===== config.mk =====
export PLATFORM = sky130hd
export DESIGN_NAME = edcd_lane
export DESIGN_NICKNAME = d
export VERILOG_FILES = /design/src/design/edcd_pkg.sv /design/src/design/edcd_lane.sv
export SDC_FILE = /design/constraint.sdc
export NUM_CORES = 1
export LEC_CHECK = 0
export BUFFER_PORTS_ARGS = -buffer_cell sky130_fd_sc_hd__buf_2
export CORE_ASPECT_RATIO = 1.5
export CORE_MARGIN = 8
export CORE_UTILIZATION = 52
export CTS_CLUSTER_DIAMETER = 100
export DETAILED_ROUTE_END_ITERATION = 12
export PLACE_DENSITY = 0.69
export SLEW_MARGIN = 20
export SYNTH_ARGS = -nofsm -noshare
export SYNTH_HDL_FRONTEND = slang
export SYNTH_SLANG_ARGS = --single-unit

===== constraint.sdc =====
create_clock -name aclk -period 23.6 [get_ports aclk]
set_input_delay 7.08 -clock aclk [delete_from_list [all_inputs] [get_ports aclk]]
set_output_delay 7.08 -clock aclk [all_outputs]
set_load 0.01 [all_outputs]

===== src/design/edcd_pkg.sv =====
// ----------------------------------------------------------------------------
// edcd_pkg
// shared types and constants of the ema deadband change detector
// ----------------------------------------------------------------------------
package edcd_pkg;

    localparam int NUM_CH   = 4;
    localparam int SAMPLE_W = 24;
    localparam int LIMIT_W  = 23;
    localparam int ALPHA_W  = 17;
    localparam int SECS_W   = 16;
    localparam int ADDR_W   = 5;
    localparam int APB_W    = 32;

    // unity gain in q1.16
    localparam logic [ALPHA_W-1:0] ALPHA_ONE = 17'd65536;

    // register indexes (byte address is 4x the index)
    localparam logic [2:0] REG_ALPHA   = 3'd0;
    localparam logic [2:0] REG_SPEED   = 3'd1;
    localparam logic [2:0] REG_POWER   = 3'd2;
    localparam logic [2:0] REG_BATTERY = 3'd3;
    localparam logic [2:0] REG_HEADING = 3'd4;
    localparam logic [2:0] REG_RESYNC  = 3'd5;

    // reset values
    localparam logic [ALPHA_W-1:0] ALPHA_RST   = 17'd19661;
    localparam logic [LIMIT_W-1:0] SPEED_RST   = 23'd512;
    localparam logic [LIMIT_W-1:0] POWER_RST   = 23'd1280;
    localparam logic [LIMIT_W-1:0] BATTERY_RST = 23'd128;
    localparam logic [LIMIT_W-1:0] HEADING_RST = 23'd1280;
    localparam logic [SECS_W-1:0]  RESYNC_RST  = 16'd30;

    typedef struct packed {
        logic [ALPHA_W-1:0]             alpha;   // already clamped to one
        logic [NUM_CH-1:0][LIMIT_W-1:0] limit;
        logic [SECS_W-1:0]              resync_secs;
    } cfg_t;

    typedef struct packed {
        logic update;     // sample leaves the input register this cycle
        logic primed;     // an estimate has been loaded before
        logic force_all;  // first sample or resync: flag regardless of deviation
    } lane_ctl_t;

endpackage


===== src/design/edcd_lane.sv =====
// ----------------------------------------------------------------------------
// edcd_lane
// one channel: deviation test against the limit and ema estimate update
// ----------------------------------------------------------------------------
module edcd_lane (
    input  logic                                aclk,
    input  logic                                aresetn,
    input  edcd_pkg::lane_ctl_t                 ctl,
    input  logic signed [edcd_pkg::SAMPLE_W-1:0] sample,
    input  logic [edcd_pkg::LIMIT_W-1:0]        limit,
    input  logic [edcd_pkg::ALPHA_W-1:0]        alpha,
    output logic                                send
);
    import edcd_pkg::*;

    localparam int DIFF_W = SAMPLE_W + 1;
    localparam int PROD_W = DIFF_W + ALPHA_W + 1;

    logic signed [SAMPLE_W-1:0] est_reg;
    logic signed [SAMPLE_W-1:0] est_next;
    logic signed [DIFF_W-1:0]   diff;
    logic [DIFF_W-1:0]          abs_diff;
    logic signed [PROD_W-1:0]   prod;
    logic signed [PROD_W-1:0]   step;
    logic signed [DIFF_W-1:0]   sum;

    assign diff     = DIFF_W'(sample) - DIFF_W'(est_reg);
    assign abs_diff = diff[DIFF_W-1] ? DIFF_W'(-diff) : DIFF_W'(diff);
    assign send     = ctl.force_all | (abs_diff > DIFF_W'(limit));

    // floor(alpha * diff / 2^16), stays between zero and diff
    assign prod = PROD_W'(diff) * $signed({1'b0, alpha});
    assign step = prod >>> 16;
    assign sum  = DIFF_W'(est_reg) + step[DIFF_W-1:0];

    assign est_next = ctl.primed ? sum[SAMPLE_W-1:0] : sample;

    always_ff @(posedge aclk) begin
        if (!aresetn) begin
            est_reg <= '0;
        end else if (ctl.update) begin
            est_reg <= est_next;
        end
    end

endmodule


======== After elaboration in Yosys (flattened, before gate mapping) ========
Index checks and enable logic that the tools add are counted.
storage, ports and cells
  register bits after elaboration ......... 24
  latch bits .............................. 0
  RAM bits ................................ 0
  memory bits (read-only) ................. 0
  bits of input ports ..................... 69
  memories kept ........................... 0
cells by class
  $add $sub $neg .......................... 3
  multiply operators ...................... 1
  div/mod/pow operators ................... 0
  order comparisons ....................... 1
  equality and inequality tests ........... 0
  shifts and indexed selects .............. 0
  multiplexer cells ....................... 2
  bitwise logic cells ..................... 1
  reductions and logical operators ........ 0
operators by type and width
  operator                                  number
  multiplier 25 x 18 -> 40 bit              1
  greater-than comparator 25 x 23 -> 1 bit  1
  2-to-1 mux 25 bit                         1
  negation 25 bit                           1
  subtractor 24 x 24 -> 25 bit              1
  adder 24 bit                              1
  2-to-1 mux 24 bit                         1
  OR 1 bit                                  1

======== Depth between registers and ports, before layout ========
Gate-level depths: netlist of the first run.
  depth in word-level cells ............... 5
  depth in mapped cells ................... 45

======== Worst setup path before layout of the first run ========
OpenSTA, ideal clock, no wires.
  path type ............................... input port to output port
  start point ............................. input port sample[0] in the netlist's numbering
  end point ............................... output port send
  arrival time ............................ 11.234 ns
  setup slack ............................. 5.286 ns
  stages on the path ...................... 24
  path buffers ............................ 1
  cell sequence ........................... inv_1 ha_1 inv_1 fa_1 a211o_1 a21boi_1 o31ai_1 a211oi_1 o21ai_0 nand2_1 a41o_1 clkbuf_1 o21ai_0 ha_1 nor2b_1 o21a_1 o21a_1 o21ai_0 nand2b_1 a21oi_1 o21ai_0 a2111o_1 nand2_1 o31ai_1
between the ends
  longest elaborated chain between the ends .. 5
ends and longest elaborated chain
  what                                        RTL line         RTL
  from (decl)                                 edcd_lane.sv:9   input logic signed [edcd_pkg::SAMPLE_W-1:0] sample,
  subtractor 24 x 24 -> 25 bit *              edcd_lane.sv:27  assign diff = DIFF_W'(sample) - DIFF_W'(est_reg);
  negation 25 bit                             edcd_lane.sv:28  assign abs_diff = diff[DIFF_W-1] ? DIFF_W'(-diff) : DIFF_W'(diff);
  2-to-1 mux 25 bit *                         edcd_lane.sv:28
  greater-than comparator 25 x 23 -> 1 bit *  edcd_lane.sv:29  assign send = ctl.force_all | (abs_diff > DIFF_W'(limit));
  OR 1 bit *                                  edcd_lane.sv:29
  to (decl)                                   edcd_lane.sv:12  output logic send
Every way passes the cells marked *; elsewhere a longest branch is shown, timed or not.

======== Worst setup path in the final report of the first run ========
Ends and elaborated chain as after synthesis.

==> results.sh, run 1 <==
export IMPL_cts_setup_buffers=0
export IMPL_cts_tree="built"
export IMPL_yosys_area_share_xor_xnor=0.0446
export IMPL_io_pins=70
export IMPL_post_synth_top_count_cell="inv_1"
export IMPL_rows=85
export IMPL_grt_pass1_vias=16300
export IMPL_ys_seq_area_frac=0.0254
export IMPL_synth_area_um2=18900
export IMPL_hold_class="register to register"
export IMPL_grt_antenna_before_repair=0
export IMPL_tightest_slew_ns=0.993
export IMPL_path_buf_inv=4
export IMPL_setup_viol=0
export IMPL_yosys_area_top_type="fa_1"
export IMPL_cts_sinks=24
export IMPL_post_cts_resized=0
export IMPL_h_tree_depth=1
export IMPL_dr_first_iter_drc_count=819
export IMPL_layout_nets=2862
export IMPL_yosysUniqueCellTypes=71
export IMPL_crit_path_max_incr_delay_ns=0.54
export IMPL_wirelength_um=49800
export IMPL_drive_above_1_share=0.0543
export IMPL_synthAdderAreaFrac=0.531
export IMPL_status="complete, no violations"
export IMPL_synth_top_family_by_area="adder cells"
export IMPL_clock_path_buffers=2
export IMPL_die_h_um=250
export IMPL_grt_pass1_wl_um=81900
export IMPL_gr_usage_all_layers=0.241
export IMPL_grt_setup_unrepaired="no"
export IMPL_cp_max_fo=15
export IMPL_synth_area_per_cell_um2=8.47
export IMPL_synth_commonest_cells="561 x inv_1, 396 x fa_1, 227 x nand2_1, 208 x and2_1, 168 x ha_1"
export IMPL_synth_fp_nets=2864
export IMPL_required_ns=16.52
export IMPL_cp_data_arrival_time_ns=12.54
export IMPL_yosysWarnings=0
export IMPL_synth_edf_count=0
export IMPL_hold_viol=0
export IMPL_async_reset_ff_frac=0
export IMPL_ys_flop_type="dfxtp_1"
export IMPL_period_share=0.831
export IMPL_die_w_um=172
export IMPL_portBuffers=69
export IMPL_cts_hold_fix_buffers=0
export IMPL_crit_path_end_kind="output pin"
export IMPL_vias_per_cell=5.40
export IMPL_fin_tns_setup_ns=0
export IMPL_final_max_slew_violation_count=0
export IMPL_path_delay_family="compound AO/OA/AOI/OAI gates"
export IMPL_ant_nets=0
export IMPL_fmax_ghz=0.0510
export IMPL_root_buffer="clkbuf_16"
export IMPL_synthCells=2231
export IMPL_grt_max_degree=47
export IMPL_hpwl_um=41100
export IMPL_fin_crit_ns=19.62
export IMPL_cap_violations=0
export IMPL_start_util=0.527
export IMPL_numCtsBuffers=3
export IMPL_wl_per_cell_um=18.4
export IMPL_crit_path_frequent_cell="o21ai_0"
export IMPL_synth_top_area_frac=0.419
export IMPL_synthSimpleGateAreaFrac=0.173
export IMPL_fp_dieArea_um2=42800
export IMPL_core_um2=35800
export IMPL_synth_area_mux_share=0.0116
export IMPL_clk_latency_ns=0.27
export IMPL_critPathLaunchType="primary input"
export IMPL_critPathKind="primary input to output pin"
export IMPL_drt_pass1_iterations=5
export IMPL_vias=14600
export IMPL_syn_to_final_growth_pct=4.57
export IMPL_ys_ff_latch=24
export IMPL_routabilityCongestion=0.876
export IMPL_drc=0
export IMPL_slew_headroom=0.332
export IMPL_yosys_top_cells_area="fa_1 42%, inv_1 11%, ha_1 11%, and2_1 6.9%, nand2_1 4.5%"
export IMPL_largest_register_ffs=24
export IMPL_clk_pin_slew_ns=0.07
export IMPL_cpMaxStageDelayCell="a41o_1"
export IMPL_synth_compound_area_share=0.0834
export IMPL_grt_ovfl_total=0
export IMPL_fin_skew_ns=0.00441
[per-stage QoR]
| stage | setup slack [ns] | utilization | instances | hold WS, ns | instance area [µm²] |
|---|---|---|---|---|---|
| 2_1_floorplan | 5.29 | - | 2231 | 0.479 | 18900 |
| 3_3_place_gp | 4.30 | 0.549 | 2702 | 0.491 | 19700 |
| 3_5_place_dp | 4.06 | 0.549 | 2702 | 0.501 | 19700 |
| 4_1_cts | 4.02 | 0.551 | 2706 | 0.510 | 19800 |
| 5_1_grt | 3.64 | 0.551 | 2706 | 0.532 | 19800 |
| 6_report | 3.98 | 0.552 | 2707 | 0.511 | 19800 |
[worst min-delay path, cell delays in order, from the launching register on]
cell and delay, ns:
dfxtp_1 0.33, nor2_1 0.09, a211oi_1 0.05
[kinds of logic after synthesis]
kind of cell,Yosys count
multiplexers,22
AND/OR/NAND/NOR,629
AO/OA/AOI/OAI,240
XOR/XNOR,93
buffers and inverters,659
flip-flops,24
adder cells (fa/ha/maj),564
[cell type report]
cell class,instances,area [µm²]
fillers,3339,16100
multi-input cells,1548,16000
inverters,561,2110
well taps,478,598
repair buffers,91,510
flip-flops and latches,24,480
clock buffers,4,88.8
diodes,1,2.50
[worst paths after layout]
check             slack (ns)  depth (start not counted)        from     endpoint
setup / recovery        3.98                         25   sample[0]         send
hold / removal          0.51                          2  est_reg[8]   est_reg[8]
setup reg to reg       12.08                         39  est_reg[1]  est_reg[23]
hold reg to reg         0.51                          2  est_reg[8]   est_reg[8]
[placed cells by master (no fill, tap or decap), types with 3 or more instances in the layout]
master     Yosys  routed
inv_1        561     561
fa_1         396     396
nand2_1      227     227
and2_1       208     208
ha_1         168     168
buf_2          0      69
a21oi_1       64      64
xnor2_1       61      60
nor2_1        57      57
o21ai_0       47      47
a21o_1        29      29
xor2_1        30      28
nor2b_1       24      24
dfxtp_1       24      24
mux2i_1       22      22
buf_4          1      22
and3_1        21      21
nand3_1       18      18
a211oi_1      19      18
nor3_1        17      17
o21a_1        12      12
a31oi_1       11      11
nand2b_1      10      10
o31ai_1        9       9
or3_1          8       8
o21bai_1       7       7
and3_2         7       7
nand4_1        6       6
nor4_1         5       5
o211ai_1       4       4
a2111o_1       4       4
nand3b_1       4       4
o21ai_1        3       3
nor3b_1        3       3
a221oi_1       3       3
or2_2          3       3
clkbuf_16      0       3
[per-layer routing]
layer	track usage	share of wire
met5	0	0
met4	0.136	0.063
met3	0.0152	0.033
met2	0.441	0.53
met1	0.269	0.37
Power of run 1 is left out: the tool's default activity adds up to more than one toggle a clock period on the data nets, which glitch-free logic cannot reach.
==> run 2, diff against run 1 <==
- clock period: 23.6 -> 18.1 ns (I/O delays scaled with it)
==> run 2 against run 1 <==
Sequential share of layout area about the same. Register-to-register slack got worse by 5.0 ns. Cell count about the same. Via count increased by 1.5%. Global-route usage increased by 0.57 points. Largest cell class unchanged. Count of clock-buffer cells in the layout unchanged. First-iteration DRC count decreased by 9.6%. Setup slack got worse by 2.2 ns. Critical path depth decreased by 1. Sequential cell count unchanged. Worst hold slack got worse by 0.0012 ns. Die area unchanged.
==> results.sh, run 2 (synthesis results as in run 1) <==
export IMPL_grt_pass1_wl_um=83100
export IMPL_reg2reg_slack_ns=7.09
export IMPL_cts_sinks=24
export IMPL_placed_cells=2701
export IMPL_die_w_um=172
export IMPL_largest_register_ffs=24
export IMPL_fmax_ghz=0.0615
export IMPL_final_common_cell="inv_1"
export IMPL_io_pins=70
export IMPL_fin_tns_setup_ns=0
export IMPL_gr_usage_all_layers=0.246
export IMPL_path_cells="buf_2 > inv_1 > ha_1 > inv_1 > fa_1 > a211o_1 > a21boi_1 > o31ai_1 > nand3_1 > nand3_1 > nor2_1 > nand2b_1 > nor4_1 > a31oi_1 > xor2_1 > ha_1 > nand2_1 > or2_2 > o221ai_1 > nor2_1 > a31oi_1 > nand2_1 > o31ai_1 > buf_2"
export IMPL_grt_max_degree=47
export IMPL_fp_dieArea_um2=42800
export IMPL_grt_pass1_vias=16500
export IMPL_post_cts_resized=0
export IMPL_routabilityCongestion=0.931
export IMPL_fin_skew_ns=0.00755
export IMPL_rows=85
export IMPL_multi_input_area_um2=16000
export IMPL_cts_tree="built"
export IMPL_fin_crit_ns=16.27
export IMPL_tightest_slew_ns=0.942
export IMPL_min_from="est_reg[19]"
export IMPL_cap_violations=0
export IMPL_drt_pass1_iterations=5
export IMPL_hold_class="register to register"
export IMPL_crit_path_end_kind="output pin"
export IMPL_setup_viol=0
export IMPL_vias_per_cell=5.49
export IMPL_reg2reg_from="est_reg[1]"
export IMPL_drive_above_1_share=0.0539
export IMPL_syn_to_final_growth_pct=4.51
export IMPL_hold_path_depth=2
export IMPL_grt_setup_unrepaired="no"
export IMPL_numCtsBuffers=3
export IMPL_vias=14900
export IMPL_slew_headroom=0.370
export IMPL_r2r_end="est_reg[23]"
export IMPL_h_tree_depth=1
export IMPL_regArea_um2=480
export IMPL_wl_per_cell_um=18.8
export IMPL_clk_pin_slew_ns=0.07
export IMPL_start_util=0.527
export IMPL_drc=0
export IMPL_path_delay_family="simple AND/OR/NAND/NOR gates"
export IMPL_crit_path_max_incr_delay_ns=0.66
export IMPL_critPathLaunchType="primary input"
export IMPL_period_share=0.899
export IMPL_final_max_slew_violation_count=0
export IMPL_layout_nets=2861
export IMPL_critPathKind="primary input to output pin"
export IMPL_cpMaxStageDelayCell="nand3_1"
export IMPL_clk_latency_ns=0.27
export IMPL_finalNonFillerCells=2705
export IMPL_root_buffer="clkbuf_16"
export IMPL_layout_common_cells="561 x inv_1, 396 x fa_1, 227 x nand2_1, 208 x and2_1, 168 x ha_1"
export IMPL_required_ns=12.67
export IMPL_startpoint="sample[0]"
export IMPL_dr_first_iter_drc_count=740
export IMPL_reg2reg_depth=39
export IMPL_grt_antenna_before_repair=2
export IMPL_clock_path_buffers=2
export IMPL_cts_hold_fix_buffers=0
export IMPL_hpwl_um=41700
export IMPL_cp_max_fo=19
export IMPL_cts_setup_buffers=0
export IMPL_ant_nets=0
export IMPL_cp_data_arrival_time_ns=10.84
export IMPL_portBuffers=69
export IMPL_grt_ovfl_total=0
export IMPL_path_buf_inv=4
export IMPL_wirelength_um=50900
export IMPL_status="complete, no violations"
export IMPL_core_um2=35800
export IMPL_num_fill_cells=3385
export IMPL_hold_viol=0
export IMPL_whs_endpoint="est_reg[19]"
export IMPL_die_h_um=250
export IMPL_n_antenna_cell=0
[run 2: changes by cell type in the layout (fill, tap and decap cells not counted), sizes merged]
cell | previous run | this run
buf | 91 | 90
diode | 1 | 0
[run 2: per-stage QoR]
| stage | utilization | hold WS, ns | instance area [µm²] | setup slack [ns] |
|---|---|---|---|---|
| CTS | 0.551 | 0.516 | 19800 | 1.84 |
| global route | 0.551 | 0.522 | 19800 | 1.42 |
| detailed placement | 0.549 | 0.503 | 19700 | 1.85 |
| finish | 0.551 | 0.510 | 19800 | 1.83 |
| global placement | 0.549 | 0.495 | 19700 | 2.05 |
| floorplan | - | 0.479 | 18900 | 3.09 |
[run 2: cell type report]
type,count,area share
inverters,561,0.107
clock buffers,4,0.00450
well taps,478,0.0303
repair buffers,90,0.0255
multi-input cells,1548,0.809
flip-flops and latches,24,0.0243
[run 2: worst register-to-register path, delay by kind of cell, from the launching register on]
| kind | cells | cell delay (ns) |
|---|---|---|
| flops | 1 | 0.43 |
| fa+ha+maj | 9 | 3.73 |
| simple gates | 8 | 1.90 |
| buf+inv | 4 | 0.26 |
| compound gates | 16 | 4.23 |
| xor+xnor | 2 | 0.39 |
[run 2: how the worst max path moves through the flow]
stage | depth (start not counted) | slack [ns] | end
final | 24 | 1.83 | send
after floorplan | 24 | 3.09 | send
after global routing | 24 | 1.42 | send
after global placement | 24 | 2.05 | send
after CTS | 24 | 1.84 | send
after detailed placement | 24 | 1.85 | send
[run 2: per-layer routing]
layer	share of wire	track usage	wire (µm)	vias to the layer above
met3	0.034	0.0152	1750	151
li1	-	-	-	6704
met2	0.56	0.476	28500	442
met4	0.059	0.129	3000	0
met1	0.35	0.258	17700	7559
met5	0	0	0	-
Power of run 2 is left out for the same reason.
==> run 3, diff against run 2 <==
- PLACE_DENSITY: 0.69 -> 0.71
- clock period: 18.1 -> 14.2 ns (I/O delays scaled with it)
==> run 3 against run 2 <==
Design area grew 2.6%. Global-route usage grew 0.56 points. First-iteration DRC count grew 7.2%.
==> results.sh, run 3 (synthesis results as in run 1) <==
export IMPL_final_cell_area_um2=20300
export IMPL_slew_headroom=0.442
export IMPL_grt_antenna_before_repair=0
export IMPL_grt_pass1_wl_um=84400
export IMPL_setup_viol=0
export IMPL_grt_max_degree=47
export IMPL_met2_length_um=28900
export IMPL_fin_skew_ns=0.00710
export IMPL_clk_latency_ns=0.27
export IMPL_drive_above_1_share=0.0815
export IMPL_numCtsBuffers=3
export IMPL_maxUsedRoutingLayer="met4"
export IMPL_period_share=0.969
export IMPL_h_tree_depth=1
export IMPL_layout_nets=2905
export IMPL_cts_tree="built"
export IMPL_fmax_ghz=0.0727
export IMPL_wirelength_um=52600
export IMPL_root_buffer="clkbuf_16"
export IMPL_dr_first_iter_drc_count=793
export IMPL_required_ns=9.94
export IMPL_wl_per_cell_um=19.1
export IMPL_cts_hold_fix_buffers=0
export IMPL_fin_crit_ns=13.76
export IMPL_grt_ovfl_total=0
export IMPL_cts_sinks=24
export IMPL_vias=15200
export IMPL_cp_max_fo=15
export IMPL_critPathLaunchType="primary input"
export IMPL_hold_class="register to register"
export IMPL_critPathKind="primary input to output pin"
export IMPL_fp_dieArea_um2=42800
export IMPL_num_fill_cells=3397
export IMPL_ant_nets=0
export IMPL_start_util=0.527
export IMPL_grt_setup_unrepaired="yes"
export IMPL_reg2reg_depth=41
export IMPL_tightest_slew_ns=0.836
export IMPL_hold_path_depth=2
export IMPL_portBuffers=69
export IMPL_cp_data_arrival_time_ns=9.50
export IMPL_drc=0
export IMPL_routabilityCongestion=0.919
export IMPL_rows=85
export IMPL_core_um2=35800
export IMPL_whs_endpoint="est_reg[16]"
export IMPL_hpwl_um=44300
export IMPL_min_from="est_reg[16]"
export IMPL_die_h_um=250
export IMPL_largest_register_ffs=24
export IMPL_final_max_slew_violation_count=0
export IMPL_gr_usage_all_layers=0.252
export IMPL_hold_viol=0
export IMPL_syn_to_final_growth_pct=7.19
export IMPL_place_area_um2=20000
export IMPL_drt_pass1_iterations=5
export IMPL_wl_met1_um=17100
export IMPL_layout_common_cells="561 x inv_1, 396 x fa_1, 227 x nand2_1, 208 x and2_1, 168 x ha_1"
export IMPL_vias_per_cell=5.54
export IMPL_clock_path_buffers=2
export IMPL_reg2reg_slack_ns=4.17
export IMPL_die_w_um=172
export IMPL_status="complete, no violations"
export IMPL_startpoint="sample[0]"
export IMPL_final_common_cell="inv_1"
export IMPL_r2r_end="est_reg[16]"
export IMPL_crit_path_end_kind="output pin"
export IMPL_met3_length_um=2030
export IMPL_grt_pass1_vias=16800
export IMPL_reg2reg_from="est_reg[1]"
export IMPL_clk_pin_slew_ns=0.07
export IMPL_cap_violations=0
export IMPL_io_pins=70
==> run 3: cell count changes in the layout (fill, tap and decap cells not counted), sizes merged <==
| cell | previous run | this run |
|---|---|---|
| buf | 90 | 134 |
| bufinv | 0 | 1 |
| clkbuf | 4 | 3 |
| diode | 0 | 1 |
==> run 3: how the worst max path moves through the flow <==
stage	slack (ns)	end
after floorplan	0.53	est_reg[22]
after global placement	-0.15	est_reg[23]
after detailed placement	-0.28	est_reg[23]
after CTS	0.11	est_reg[23]
after global routing	-0.03	est_reg[23]
final	0.44	send
==> run 3: worst max-delay path: stages <==
cell      delay [ns]
buf_2           0.10
inv_1           0.05
ha_1            0.16
inv_1           0.06
fa_1            0.42
a211o_1         0.34
a21boi_1        0.16
buf_4           0.15
o31ai_1         0.13
a211oi_2        0.32
o21ai_1         0.18
nand2_1         0.14
a41o_1          0.39
buf_4           0.30
nand2_1         0.07
o21ai_0         0.09
ha_1            0.28
nor2b_1         0.13
o21a_1          0.16
o21a_1          0.16
o21ai_0         0.14
nand2b_1        0.08
a21oi_1         0.15
o21ai_0         0.20
a2111o_1        0.45
nand2_1         0.13
o31ai_1         0.14
buf_2           0.17
==> run 3: repair_timing <==
action / 4_1_cts / 5_1_grt
buffers inserted: 0 / 1
endpoints found under the setup margin: 1 / 11
gates resized for setup: 1 / 28
pin swaps: 0 / 7
==> run 3: layout make-up <==
cell class,count,area (µm²),area share
diodes,1,2.50,0.000123
clock buffers,3,75.1,0.00370
clock inverters,1,30.0,0.00148
inverters,561,2110,0.104
multi-input cells,1548,16100,0.795
flip-flops and latches,24,480,0.0237
well taps,478,598,0.0295
repair buffers,134,858,0.0424
==> run 3: routing by layer <==
metal / GRT usage / vias up
li1: - / 6804
met1: 0.249 / 7676
met4: 0.185 / 0
met5: 0 / -
met3: 0.0179 / 251
met2: 0.478 / 507
==> run 3: through the flow <==
step / util / instances / setup slack (ns) / hold WS, ns / setup TNS [ns]
6_report: 0.565 / 2750 / 0.442 / 0.511 / 0
5_1_grt: 0.565 / 2749 / -0.0263 / 0.535 / -0.0263
4_1_cts: 0.561 / 2748 / 0.111 / 0.510 / 0
3_5_place_dp: 0.558 / 2744 / -0.283 / 0.499 / -0.857
3_3_place_gp: 0.558 / 2744 / -0.153 / 0.495 / -0.275
2_1_floorplan: - / 2231 / 0.533 / 0.479 / 0
Power of run 3 is left out for the same reason.
