--- config.mk ---
export PLATFORM = sky130hd
export DESIGN_NAME = edcd_regs
export DESIGN_NICKNAME = d
export VERILOG_FILES = /design/src/design/edcd_pkg.sv /design/src/design/edcd_regs.sv
export SDC_FILE = /design/constraint.sdc
export NUM_CORES = 1
export LEC_CHECK = 0
export BUFFER_PORTS_ARGS = -buffer_cell sky130_fd_sc_hd__clkbuf_2
export CAP_MARGIN = 20
export CORE_MARGIN = 4
export CORE_UTILIZATION = 35
export CTS_CLUSTER_DIAMETER = 40
export DETAILED_ROUTE_END_ITERATION = 16
export PLACE_DENSITY = 0.62
export SLEW_MARGIN = 20
export SYNTH_ARGS = -nofsm -noshare
export SYNTH_HDL_FRONTEND = slang
export SYNTH_SLANG_ARGS = --single-unit
export TNS_END_PERCENT = 30
--- constraint.sdc ---
create_clock -name aclk -period 1.56 [get_ports aclk]
set_clock_uncertainty 0.05 [all_clocks]
set_input_delay 0.312 -clock aclk [delete_from_list [all_inputs] [get_ports aclk]]
set_output_delay 0.312 -clock aclk [all_outputs]
set_load 0.005 [all_outputs]
--- src/design/edcd_pkg.sv ---
// ----------------------------------------------------------------------------
// edcd_pkg
// shared types and constants of the ema deadband change detector
// ----------------------------------------------------------------------------
package edcd_pkg;

    localparam int NUM_CH   = 4;
    localparam int SAMPLE_W = 24;
    localparam int LIMIT_W  = 23;
    localparam int ALPHA_W  = 17;
    localparam int SECS_W   = 16;
    localparam int ADDR_W   = 5;
    localparam int APB_W    = 32;

    // unity gain in q1.16
    localparam logic [ALPHA_W-1:0] ALPHA_ONE = 17'd65536;

    // register indexes (byte address is 4x the index)
    localparam logic [2:0] REG_ALPHA   = 3'd0;
    localparam logic [2:0] REG_SPEED   = 3'd1;
    localparam logic [2:0] REG_POWER   = 3'd2;
    localparam logic [2:0] REG_BATTERY = 3'd3;
    localparam logic [2:0] REG_HEADING = 3'd4;
    localparam logic [2:0] REG_RESYNC  = 3'd5;

    // reset values
    localparam logic [ALPHA_W-1:0] ALPHA_RST   = 17'd19661;
    localparam logic [LIMIT_W-1:0] SPEED_RST   = 23'd512;
    localparam logic [LIMIT_W-1:0] POWER_RST   = 23'd1280;
    localparam logic [LIMIT_W-1:0] BATTERY_RST = 23'd128;
    localparam logic [LIMIT_W-1:0] HEADING_RST = 23'd1280;
    localparam logic [SECS_W-1:0]  RESYNC_RST  = 16'd30;

    typedef struct packed {
        logic [ALPHA_W-1:0]             alpha;   // already clamped to one
        logic [NUM_CH-1:0][LIMIT_W-1:0] limit;
        logic [SECS_W-1:0]              resync_secs;
    } cfg_t;

    typedef struct packed {
        logic update;     // sample leaves the input register this cycle
        logic primed;     // an estimate has been loaded before
        logic force_all;  // first sample or resync: flag regardless of deviation
    } lane_ctl_t;

endpackage

--- src/design/edcd_regs.sv ---
// ----------------------------------------------------------------------------
// edcd_regs
// apb register file for smoothing factor, channel limits and resync interval
// ----------------------------------------------------------------------------
module edcd_regs (
    input  logic                         aclk,
    input  logic                         aresetn,
    input  logic                         psel,
    input  logic                         penable,
    input  logic                         pwrite,
    input  logic [edcd_pkg::ADDR_W-1:0]  paddr,
    input  logic [edcd_pkg::APB_W-1:0]   pwdata,
    output logic [edcd_pkg::APB_W-1:0]   prdata,
    output logic                         pready,
    output edcd_pkg::cfg_t               cfg
);
    import edcd_pkg::*;

    logic [ALPHA_W-1:0]             alpha_reg;
    logic [NUM_CH-1:0][LIMIT_W-1:0] limit_reg;
    logic [SECS_W-1:0]              resync_reg;
    logic                           wr_en;
    logic [2:0]                     idx;

    assign pready = 1'b1;
    assign wr_en  = psel & penable & pwrite & pready;
    assign idx    = paddr[4:2];

    always_ff @(posedge aclk) begin
        if (!aresetn) begin
            alpha_reg    <= ALPHA_RST;
            limit_reg[0] <= SPEED_RST;
            limit_reg[1] <= POWER_RST;
            limit_reg[2] <= BATTERY_RST;
            limit_reg[3] <= HEADING_RST;
            resync_reg   <= RESYNC_RST;
        end else if (wr_en) begin
            case (idx)
                REG_ALPHA:   alpha_reg    <= pwdata[ALPHA_W-1:0];
                REG_SPEED:   limit_reg[0] <= pwdata[LIMIT_W-1:0];
                REG_POWER:   limit_reg[1] <= pwdata[LIMIT_W-1:0];
                REG_BATTERY: limit_reg[2] <= pwdata[LIMIT_W-1:0];
                REG_HEADING: limit_reg[3] <= pwdata[LIMIT_W-1:0];
                REG_RESYNC:  resync_reg   <= pwdata[SECS_W-1:0];
                default: ;
            endcase
        end
    end

    always_comb begin
        case (idx)
            REG_ALPHA:   prdata = {{(APB_W-ALPHA_W){1'b0}}, alpha_reg};
            REG_SPEED:   prdata = {{(APB_W-LIMIT_W){1'b0}}, limit_reg[0]};
            REG_POWER:   prdata = {{(APB_W-LIMIT_W){1'b0}}, limit_reg[1]};
            REG_BATTERY: prdata = {{(APB_W-LIMIT_W){1'b0}}, limit_reg[2]};
            REG_HEADING: prdata = {{(APB_W-LIMIT_W){1'b0}}, limit_reg[3]};
            REG_RESYNC:  prdata = {{(APB_W-SECS_W){1'b0}}, resync_reg};
            default:     prdata = '0;
        endcase
    end

    // gains above one behave as one
    assign cfg.alpha       = (alpha_reg > ALPHA_ONE) ? ALPHA_ONE : alpha_reg;
    assign cfg.limit       = limit_reg;
    assign cfg.resync_secs = resync_reg;

endmodule

# After elaboration in Yosys (flattened, before gate mapping)
# Index checks and enable logic that the tools add are counted.
# totals
reg_bits,125
input_bits,42
# classes
magnitude_cmp,1
eq_ne,5
mux,2
bitwise,2
reduce_logical,7
# ops
op,n
$pmux 23 s6,1
$gt 17x17->1 const B,1
$mux 17,1
$reduce_and 2->1,6
$eq 3x2->1 const B,2
$eq 3x3->1 const B,2
$eq 3x1->1 const B,1
$logic_not 3->1,1
$and 1x1->1,2

# Logic depth before layout (Yosys ltp)
# Gate-level depths: netlist of run 1.
# logic_depth
word_depth,3
mapped_depth,6

# Least setup slack after synthesis of run 1
# OpenSTA, ideal clock, no wires.
# synth_path
kind,in2out
startpoint,input paddr[3] (netlist bit)
endpoint,output prdata[0] (netlist bit)
t_arrival_ns,1.307
required_time_ns,1.198
setup_slack_ns,-0.109
cell_stages,5
path_buffers,2
cell_sequence,buf_2 > buf_2 > mux2_2 > a22oi_1 > o22ai_1
# synth_between
elab_chain_len,2
word_cells_on_any_way,7
# synth_lines
item,line_no,text
"start, declared",edcd_regs.sv:11,"input logic [edcd_pkg::ADDR_W-1:0] paddr,"
"$eq 3x3->1, or another cell as far along",edcd_regs.sv:51,case (idx)
$pmux 23 s6 (*),edcd_regs.sv:51,
"end, declared",edcd_regs.sv:13,"output logic [edcd_pkg::APB_W-1:0] prdata,"
# Every way passes the cells marked *; elsewhere a longest branch is shown, timed or not.

==> qor.yml, run 1 <==
start_util: 0.357
ys_warn_count: 0
intPower_uw: 6290
critical_path_required_ns: 1.20
final_common_cell: "clkbuf_2"
crit_fanout: 5
critPathBufInv: 2
ios: 200
period_share: 1.36
netlist_instances: 626
path_delay_family: "simple AND/OR/NAND/NOR gates"
n_antenna_cell: 0
post-dp-hpwl_mm: 14.7
setup_ws_ns: -0.561
clkLatencyLatePin_ns: 0.42
arrival_ns: 1.76
clkTransAtPathRegs_ns: 0.06
die_height_um: 138
synthArstFlopShare: 0
clockBufferDepth: 2
antenna_found_initial: 1
drv_slew: 0
ir_drop_mv: 0.720
p_per_area_nw_per_um2: 951
max_freq_ghz: 0.471
cts.sinks: 125
first_iter_violations: 183
via_per_inst: 4.92
hold_viol_final: 0
synth_edf_count: 0
slowest_stage: "nor4_4"
violations: "setup timing"
cts_buffers: 17
netSwitchingFraction: 0.230
largest_reg_flops: 92
p_clk_frac: 0.524
vias: 5372
nets: 901
synth-main-ff-cell: "dfxtp_1"
layout-drive-gt1-share: 0.456
slowest_delay_ns: 0.37
sequentialPowerShare: 0.396
ant_nets: 0
multi_input_area_um2: 3340
pre_cts_ws_ns: -0.387
synth_cell_types: 35
syn_avg_cell_area_um2: 9.43
grt_pass1_wl_mm: 30.8
critPathLaunchType: "flip-flop"
ctsRootBufferMaster: "clkbuf_16"
overflow: 0
p_leak_uw: 0.00398
hold_class: "in2reg"
most-common-layout-cells: "clkbuf_2 (165), nand2_1 (148), mux2i_1 (136), dfxtp_1 (91), buf_4 (68)"
wl_mm: 20.1
placed_cells_incl_taps: 1057
utilization: 0.520
grt_pass1_vias: 5520
status: "finished, violations left"
period_minus_slack_ns: 2.12
critPathKind: "reg2out"
crit_path_end_kind: "primary output"
hold_path_depth: 3
power_switching_uw: 1880
drt-pass1-iter-count: 4
cp_num_cells: 5
io_buffers: 178
grt_max_degree: 73
pwr-share-comb: 0.080
ff2ff_path_depth: 3
cp_cell_sequence: "nor4_4, a41oi_4, buf_6, nor2b_2, buf_2"
max-cap-violations: 0
gp_congestion: 0.792
htreeDepth: 4
finalNonFillerCells: 1092
yosysSeqAreaShare: 0.424
seq_area_um2: 2550
cts_tree: "done"
setup_tns_ns: -10.10
synth_area_um2: 5900
fillers: 1520
grtUsageTotal: 0.215
core_um2: 16500
die_w_um: 138
area_delta_synth_final_pct: 45.7
wl_per_cell_um: 18.4
die_area_um2: 19000
ys_ff_latch: 125
drcViolationCount: 0
total_power_uw: 8170
rows: 47
rsz0062_at_grt: "yes"
setup_violations: 33
what timing repair did:
item	CTS	global route
setup buffers	2	0
hold buffers	0	0
pin swaps	15	2
gates cloned	1	0
resized for setup	87	31
setup endpoints to repair	39	36
final timing paths:
| path | slack (ns) | start | end |
|---|---|---|---|
| max | -0.56 | alpha_reg[11] | cfg[118] |
| min | 0.11 | pwdata[6] | alpha_reg[6] |
| max reg2reg | 0.73 | alpha_reg[11] | alpha_reg[11] |
| min reg2reg | 0.41 | cfg[97] | cfg[97] |
Yosys cell counts, drive strengths merged, types with 3 or more instances:
| library cell | number | area share |
|---|---|---|
| o22ai | 4 | 0.0042 |
| o311ai | 4 | 0.0059 |
| nand2 | 149 | 0.095 |
| nor4 | 4 | 0.0042 |
| nand3 | 5 | 0.0042 |
| o21a | 4 | 0.0051 |
| mux2 | 16 | 0.031 |
| a22oi | 12 | 0.015 |
| nor2b | 29 | 0.031 |
| o31ai | 5 | 0.0064 |
| a2bb2oi | 4 | 0.0059 |
| nand2b | 3 | 0.0032 |
| nor2 | 6 | 0.0047 |
| o221ai | 12 | 0.018 |
| o21ai | 13 | 0.011 |
| mux2i | 139 | 0.24 |
| o211ai | 7 | 0.0089 |
| clkbuf | 27 | 0.017 |
| inv | 12 | 0.0076 |
| dfxtp | 125 | 0.42 |
| buf | 33 | 0.036 |
cell families (layout without fill, tap and decap cells):
| family | count (synthesis) | after routing | synth area share |
|---|---|---|---|
| DFF | 125 | 125 | 0.424 |
| AOI/OAI and AO/OA | 66 | 66 | 0.0821 |
| muxes | 157 | 157 | 0.274 |
| buffers and inverters | 72 | 310 | 0.0611 |
| other | 2 | 10 | 0.00127 |
| and+or+nand+nor | 204 | 204 | 0.158 |
metal layers:
metal | routed length (µm) | track usage | vias to the layer above | part of all wire
met5 | 13 | 0 | - | 0.00065
met4 | 444 | 0.0735 | 2 | 0.022
met3 | 1600 | 0.0734 | 36 | 0.079
met2 | 9400 | 0.354 | 161 | 0.47
met1 | 8690 | 0.262 | 2554 | 0.43
li1 | - | - | 2619 | -
tightest hold or removal path: stages:
cell      delay (ns)
clkbuf_2        0.10
inv_1           0.05
o211ai_1        0.08
power groups by stage:
stage          clock [µW]  sequential [µW]  combinational (µW)
5_1_grt              4460             3240                 710
4_1_cts              4340             3240                 645
2_1_floorplan           0             3310                 326
3_5_place_dp            0             3310                 616
3_3_place_gp            0             3310                 616
6_report             4280             3240                 655
layout make-up:
type / count / area share
clock buffers: 21 / 0.0547
well taps: 220 / 0.0320
flip-flops and latches: 125 / 0.297
inverters: 12 / 0.00524
multi-input cells: 437 / 0.389
repair buffers: 266 / 0.204
clock inverters: 11 / 0.0191
through the flow:
step	hold slack, ns	area, µm²
finish	0.113	8600
global route	0.109	8600
CTS	0.101	8510
detailed placement	0.414	7590
global placement	0.408	7590
floorplan	0.407	5940
(Power assumes the default switching activity.)
==> run 2: changes to the inputs <==
--- a/config.mk
+++ b/config.mk
@@ -12,6 +12,7 @@
 export CTS_CLUSTER_DIAMETER = 40
 export DETAILED_ROUTE_END_ITERATION = 16
 export PLACE_DENSITY = 0.62
+export SKIP_LAST_GASP = 1
 export SLEW_MARGIN = 20
 export SYNTH_ARGS = -nofsm -noshare
 export SYNTH_HDL_FRONTEND = slang
==> qor.yml, run 2 (synthesis gave the netlist of run 1 again) <==
fillers: 1548  # was 1520
start_util: 0.357  # unchanged
setup_tns_ns: -11.72  # was -10.10 ns
ant_nets: 0  # unchanged
seq_area_um2: 2510  # was 2550 µm²
critPathLaunchType: "flip-flop"  # unchanged
reg2reg_to: "alpha_reg[16]"  # was alpha_reg[11]
utilization: 0.508  # was 0.520
cts.sinks: 125  # unchanged
ctsRootBufferMaster: "clkbuf_16"  # unchanged
p_leak_uw: 0.00394  # was 0.00398 µW
sequentialPowerShare: 0.398  # was 0.396
layout-drive-gt1-share: 0.393  # was 0.456
grt_pass1_vias: 5474  # was 5520
cp_cell_sequence: "nor4_4, a41oi_4, buf_6, nor2b_2, clkbuf_2"  # was nor4_4, a41oi_4, buf_6, nor2b_2, buf_2
max_freq_ghz: 0.471  # about the same
wl_mm: 19.9  # was 20.1 mm
hold_viol_final: 0  # unchanged
arrival_ns: 1.76  # about the same
period_share: 1.36  # about the same
gp_congestion: 0.792  # unchanged
hp-start: "pwdata[6]"  # unchanged
first_iter_violations: 216  # was 183
rows: 47  # unchanged
ir_drop_mv: 0.734  # was 0.720 mV
crit_path_end_kind: "primary output"  # unchanged
grtUsageTotal: 0.214  # was 0.215
violations: "setup timing"  # unchanged
hold_path_depth: 3  # unchanged
drcViolationCount: 0  # unchanged
p_per_area_nw_per_um2: 969  # was 951 nW/µm²
critical_path_required_ns: 1.20  # about the same
place_area_um2: 7590  # unchanged
die_area_um2: 19000  # unchanged
drv_slew: 0  # unchanged
htreeDepth: 4  # unchanged
area_delta_synth_final_pct: 42.2  # was 45.7%
clkTransAtPathRegs_ns: 0.06  # about the same
rsz0062_at_grt: "yes"  # unchanged
ios: 200  # unchanged
overflow: 0  # unchanged
hold_class: "in2reg"  # unchanged
multi_input_area_um2: 3200  # was 3340 µm²
fin_area_um2: 8390  # was 8600 µm²
pwr-share-comb: 0.077  # was 0.080
grt_pass1_wl_mm: 30.5  # was 30.8 mm
nets: 902  # was 901
holdPathEnd: "alpha_reg[6]"  # unchanged
clkLatencyLatePin_ns: 0.42  # about the same
most-common-layout-cells: "clkbuf_2 (169), nand2_1 (149), mux2i_1 (139), dfxtp_1 (121), buf_4 (75)"  # was clkbuf_2 (165), nand2_1 (148), mux2i_1 (136), dfxtp_1 (91), buf_4 (68)
slowest_stage: "nor4_4"  # unchanged
status: "finished, violations left"  # unchanged
intPower_uw: 6280  # was 6290 µW
max-cap-violations: 0  # unchanged
vias: 5354  # was 5372
crit_fanout: 5  # unchanged
total_power_uw: 8140  # was 8170 µW
drt-pass1-iter-count: 4  # unchanged
final_common_cell: "clkbuf_2"  # unchanged
antenna_found_initial: 1  # unchanged
cts_buffers: 17  # unchanged
largest_reg_flops: 92  # unchanged
period_minus_slack_ns: 2.12  # about the same
wl_per_cell_um: 18.3  # was 18.4 µm
r2r_start: "alpha_reg[16]"  # was alpha_reg[11]
critPathKind: "reg2out"  # unchanged
ff2ff_path_depth: 3  # unchanged
grt_max_degree: 73  # unchanged
netSwitchingFraction: 0.228  # was 0.230
slowest_delay_ns: 0.37  # about the same
hold_ws_ns: 0.114  # was 0.113 ns
setup_violations: 39  # was 33
core_um2: 16500  # unchanged
setup_ws_ns: -0.564  # was -0.561 ns
n_antenna_cell: 0  # unchanged
die_height_um: 138  # unchanged
rrSetupSlack_ns: 0.68  # was 0.73 ns
io_buffers: 178  # unchanged
post-dp-hpwl_mm: 14.7  # unchanged
p_clk_frac: 0.525  # was 0.524
via_per_inst: 4.90  # was 4.92
clockBufferDepth: 2  # unchanged
power_switching_uw: 1860  # was 1880 µW
die_w_um: 138  # unchanged
cts_tree: "done"  # unchanged
run 2: changes by cell type in the layout (fill, tap and decap cells not counted), sizes merged:
cell,before,now
clkbuf,189,192
buf,98,96
run 2: timing repair:
item	4_1_cts	5_1_grt
gates cloned	1	0
hold buffers	0	0
resized for setup	25	15
buffers inserted	2	1
endpoints found under the setup margin	39	39
pin swaps	4	0
run 2: power groups by stage:
stage                     clock [µW]  combinational, µW  sequential, µW
after floorplan                    0                326            3310
after global placement             0                616            3310
after detailed placement           0                616            3310
after CTS                       4340                625            3240
after global routing            4460                681            3240
final                           4270                625            3240
run 2: layout make-up:
cell class,instances,area share
inverters,12,0.00537
clock buffers,21,0.0561
well taps,220,0.0328
clock inverters,11,0.0195
flip-flops and latches,125,0.299
multi-input cells,437,0.382
repair buffers,267,0.206
run 2: stage by stage:
step / cells / setup WS (ns)
6_report: 1093 / -0.564
5_1_grt: 1093 / -0.661
4_1_cts: 1092 / -0.625
3_5_place_dp: 1057 / -0.387
3_3_place_gp: 1057 / -0.402
2_1_floorplan: 634 / 0.00160
run 2: worst max path at each step:
stage | from | endpoint | slack, ns | cells past startpoint
3_5_place_dp | paddr[3] | prdata[11] | -0.39 | 7
4_1_cts | alpha_reg[6] | cfg[114] | -0.63 | 6
6_report | alpha_reg[11] | cfg[119] | -0.56 | 5
3_3_place_gp | paddr[3] | prdata[4] | -0.40 | 7
2_1_floorplan | paddr[3] | prdata[17] | 0.002 | 5
5_1_grt | alpha_reg[6] | cfg[116] | -0.66 | 6
run 2: critical path: cells and delay by family (launching register included):
| kind | cells | cell delay, ns |
|---|---|---|
| AND/OR/NAND/NOR | 2 | 0.50 |
| flip-flops | 1 | 0.34 |
| buffers and inverters | 2 | 0.31 |
| AO/OA/AOI/OAI | 1 | 0.19 |
run 2: routing by layer:
| metal | vias up | part of all wire | global-route usage |
|---|---|---|---|
| li1 | 2613 | - | - |
| met1 | 2543 | 0.43 | 0.259 |
| met2 | 161 | 0.47 | 0.351 |
| met3 | 35 | 0.080 | 0.0741 |
| met4 | 2 | 0.022 | 0.0768 |
| met5 | - | 0.00040 | 0 |
==> run 3: changes to the inputs <==
==> constraint.sdc (replaced) <==
create_clock -name aclk -period 1.56 [get_ports aclk]
set_clock_uncertainty 0.05 [all_clocks]
set_input_delay 0.078 -clock aclk [delete_from_list [all_inputs] [get_ports aclk]]
set_output_delay 0.078 -clock aclk [all_outputs]
set_load 0.005 [all_outputs]
==> qor.yml, run 3 (synthesis gave the netlist of run 1 again) <==
die_w_um: 138  # unchanged
ff2ff_path_depth: 3  # unchanged
p_leak_uw: 0.00376  # was 0.00394 µW
wl_mm: 19.7  # was 19.9 mm
die_area_um2: 19000  # unchanged
setup_violations: 22  # was 39
critPathKind: "reg2out"  # unchanged
fin_area_um2: 8120  # was 8390 µm²
cts.sinks: 125  # unchanged
holdPathEnd: "cfg[29]"  # was alpha_reg[6]
arrival_ns: 1.82  # was 1.76 ns
die_height_um: 138  # unchanged
cp_cell_sequence: "nor4_4, a41oi_4, buf_6, nor2b_1, buf_2"  # was nor4_4, a41oi_4, buf_6, nor2b_2, clkbuf_2
slowest_delay_ns: 0.41  # was 0.37 ns
drv_slew: 0  # unchanged
first_iter_violations: 267  # was 216
post-dp-hpwl_mm: 14.2  # was 14.7 mm
fillers: 1604  # was 1548
critPathBufInv: 2  # unchanged
seq_area_um2: 2500  # was 2510 µm²
cts_tree: "done"  # unchanged
wl_per_cell_um: 18.3  # about the same
grt_pass1_vias: 5288  # was 5474
crit_fanout: 5  # unchanged
place_area_um2: 7320  # was 7590 µm²
area_delta_synth_final_pct: 37.6  # was 42.2%
clkLatencyLatePin_ns: 0.41  # was 0.42 ns
ant_nets: 0  # unchanged
rows: 47  # unchanged
rrSetupSlack_ns: 0.64  # was 0.68 ns
largest_reg_flops: 92  # unchanged
overflow: 0  # unchanged
clkTransAtPathRegs_ns: 0.06  # about the same
final_common_cell: "clkbuf_2"  # unchanged
r2r_start: "alpha_reg[15]"  # was alpha_reg[16]
hold_viol_final: 0  # unchanged
placed_cells_incl_taps: 1030  # was 1057
grtUsageTotal: 0.208  # was 0.214
ctsRootBufferMaster: "clkbuf_16"  # unchanged
cts_buffers: 17  # unchanged
setup_ws_ns: -0.386  # was -0.564 ns
max_freq_ghz: 0.514  # was 0.471 GHz
reg2reg_to: "alpha_reg[15]"  # was alpha_reg[16]
drt-pass1-iter-count: 5  # was 4
finalNonFillerCells: 1080  # was 1093
crit_path_end_kind: "primary output"  # unchanged
start_util: 0.357  # unchanged
max-cap-violations: 0  # unchanged
antenna_found_initial: 1  # unchanged
nets: 891  # was 902
gp_congestion: 0.841  # was 0.792
vias: 5310  # was 5354
hold_path_depth: 3  # unchanged
period_share: 1.25  # was 1.36
n_antenna_cell: 0  # unchanged
p_per_area_nw_per_um2: 910  # was 969 nW/µm²
via_per_inst: 4.92  # was 4.90
grt_max_degree: 46  # was 73
most-common-layout-cells: "clkbuf_2 (169), nand2_1 (149), mux2i_1 (139), dfxtp_1 (124), buf_4 (51)"  # was clkbuf_2 (169), nand2_1 (149), mux2i_1 (139), dfxtp_1 (121), buf_4 (75)
period_minus_slack_ns: 1.95  # was 2.12 ns
htreeDepth: 4  # unchanged
critical_path_required_ns: 1.43  # was 1.20 ns
utilization: 0.491  # was 0.508
cp_num_cells: 5  # unchanged
clockBufferDepth: 2  # unchanged
path_delay_family: "simple AND/OR/NAND/NOR gates"  # unchanged
layout-drive-gt1-share: 0.344  # was 0.393
rsz0062_at_grt: "yes"  # unchanged
hp-start: "pwdata[13]"  # was pwdata[6]
status: "finished, violations left"  # unchanged
violations: "setup timing"  # unchanged
multi_input_area_um2: 3160  # was 3200 µm²
ios: 200  # unchanged
ir_drop_mv: 0.704  # was 0.734 mV
core_um2: 16500  # unchanged
critPathLaunchType: "flip-flop"  # unchanged
grt_pass1_wl_mm: 29.9  # was 30.5 mm
hold_class: "in2reg"  # unchanged
slowest_stage: "nor4_4"  # unchanged
drcViolationCount: 0  # unchanged
io_buffers: 178  # unchanged
[run 3: per-layer routing]
metal,global-route usage,up-vias,part of all wire
met4,0.0450,2,0.010
met2,0.337,199,0.47
met3,0.0800,20,0.089
li1,-,2595,-
met5,0,-,0.00036
met1,0.263,2494,0.43
[run 3: how the worst max path moves through the flow]
stage	startpoint	endpoint	slack (ns)
after detailed placement	alpha_reg[11]	cfg[117]	-0.03
after floorplan	paddr[4]	cfg[74]	0.27
after global routing	alpha_reg[11]	cfg[117]	-0.41
final	alpha_reg[11]	cfg[117]	-0.39
after global placement	alpha_reg[11]	cfg[118]	0.004
after CTS	alpha_reg[15]	cfg[117]	-0.35
[run 3: where the power goes]
group	total, µW	switching [µW]	internal, µW
registers	3240	22.5	3220
logic	614	351	263
clock network	3530	1370	2160
[run 3: worst reg2reg max path, cell delays in order, from the launching register on]
cell and delay, ns:
dfxtp_1 0.38, buf_4 0.16, nand2_1 0.05, mux2i_1 0.19
[run 3: cell type report]
type / count / area share
timing repair buffer: 256 / 0.200
multi-input combinational: 437 / 0.389
clock inverter: 8 / 0.00879
sequential: 125 / 0.308
clock buffer: 22 / 0.0547
inverter: 12 / 0.00555
tap: 220 / 0.0339
[run 3: timing repair]
action / 4_1_cts / 5_1_grt
endpoints found under the setup margin: 22 / 32
gates cloned: 0 / 1
gates resized for setup: 3 / 23
pin swaps: 1 / 2
endpoints found under the hold margin: 87 / 0
setup buffers: 0 / 0
hold buffers: 19 / 0
[run 3: per-stage QoR]
stage | power [µW] | setup WS [ns] | hold slack (ns) | setup TNS, ns
final | 7380 | -0.386 | 0.0153 | -4.13
after detailed placement | 3880 | -0.0255 | 0.318 | -0.0541
after global routing | 7680 | -0.411 | 0.0267 | -6.14
after global placement | 3880 | 0.00372 | 0.311 | 0
after CTS | 7450 | -0.347 | 0.00442 | -3.91
after floorplan | 3630 | 0.274 | 0.188 | 0
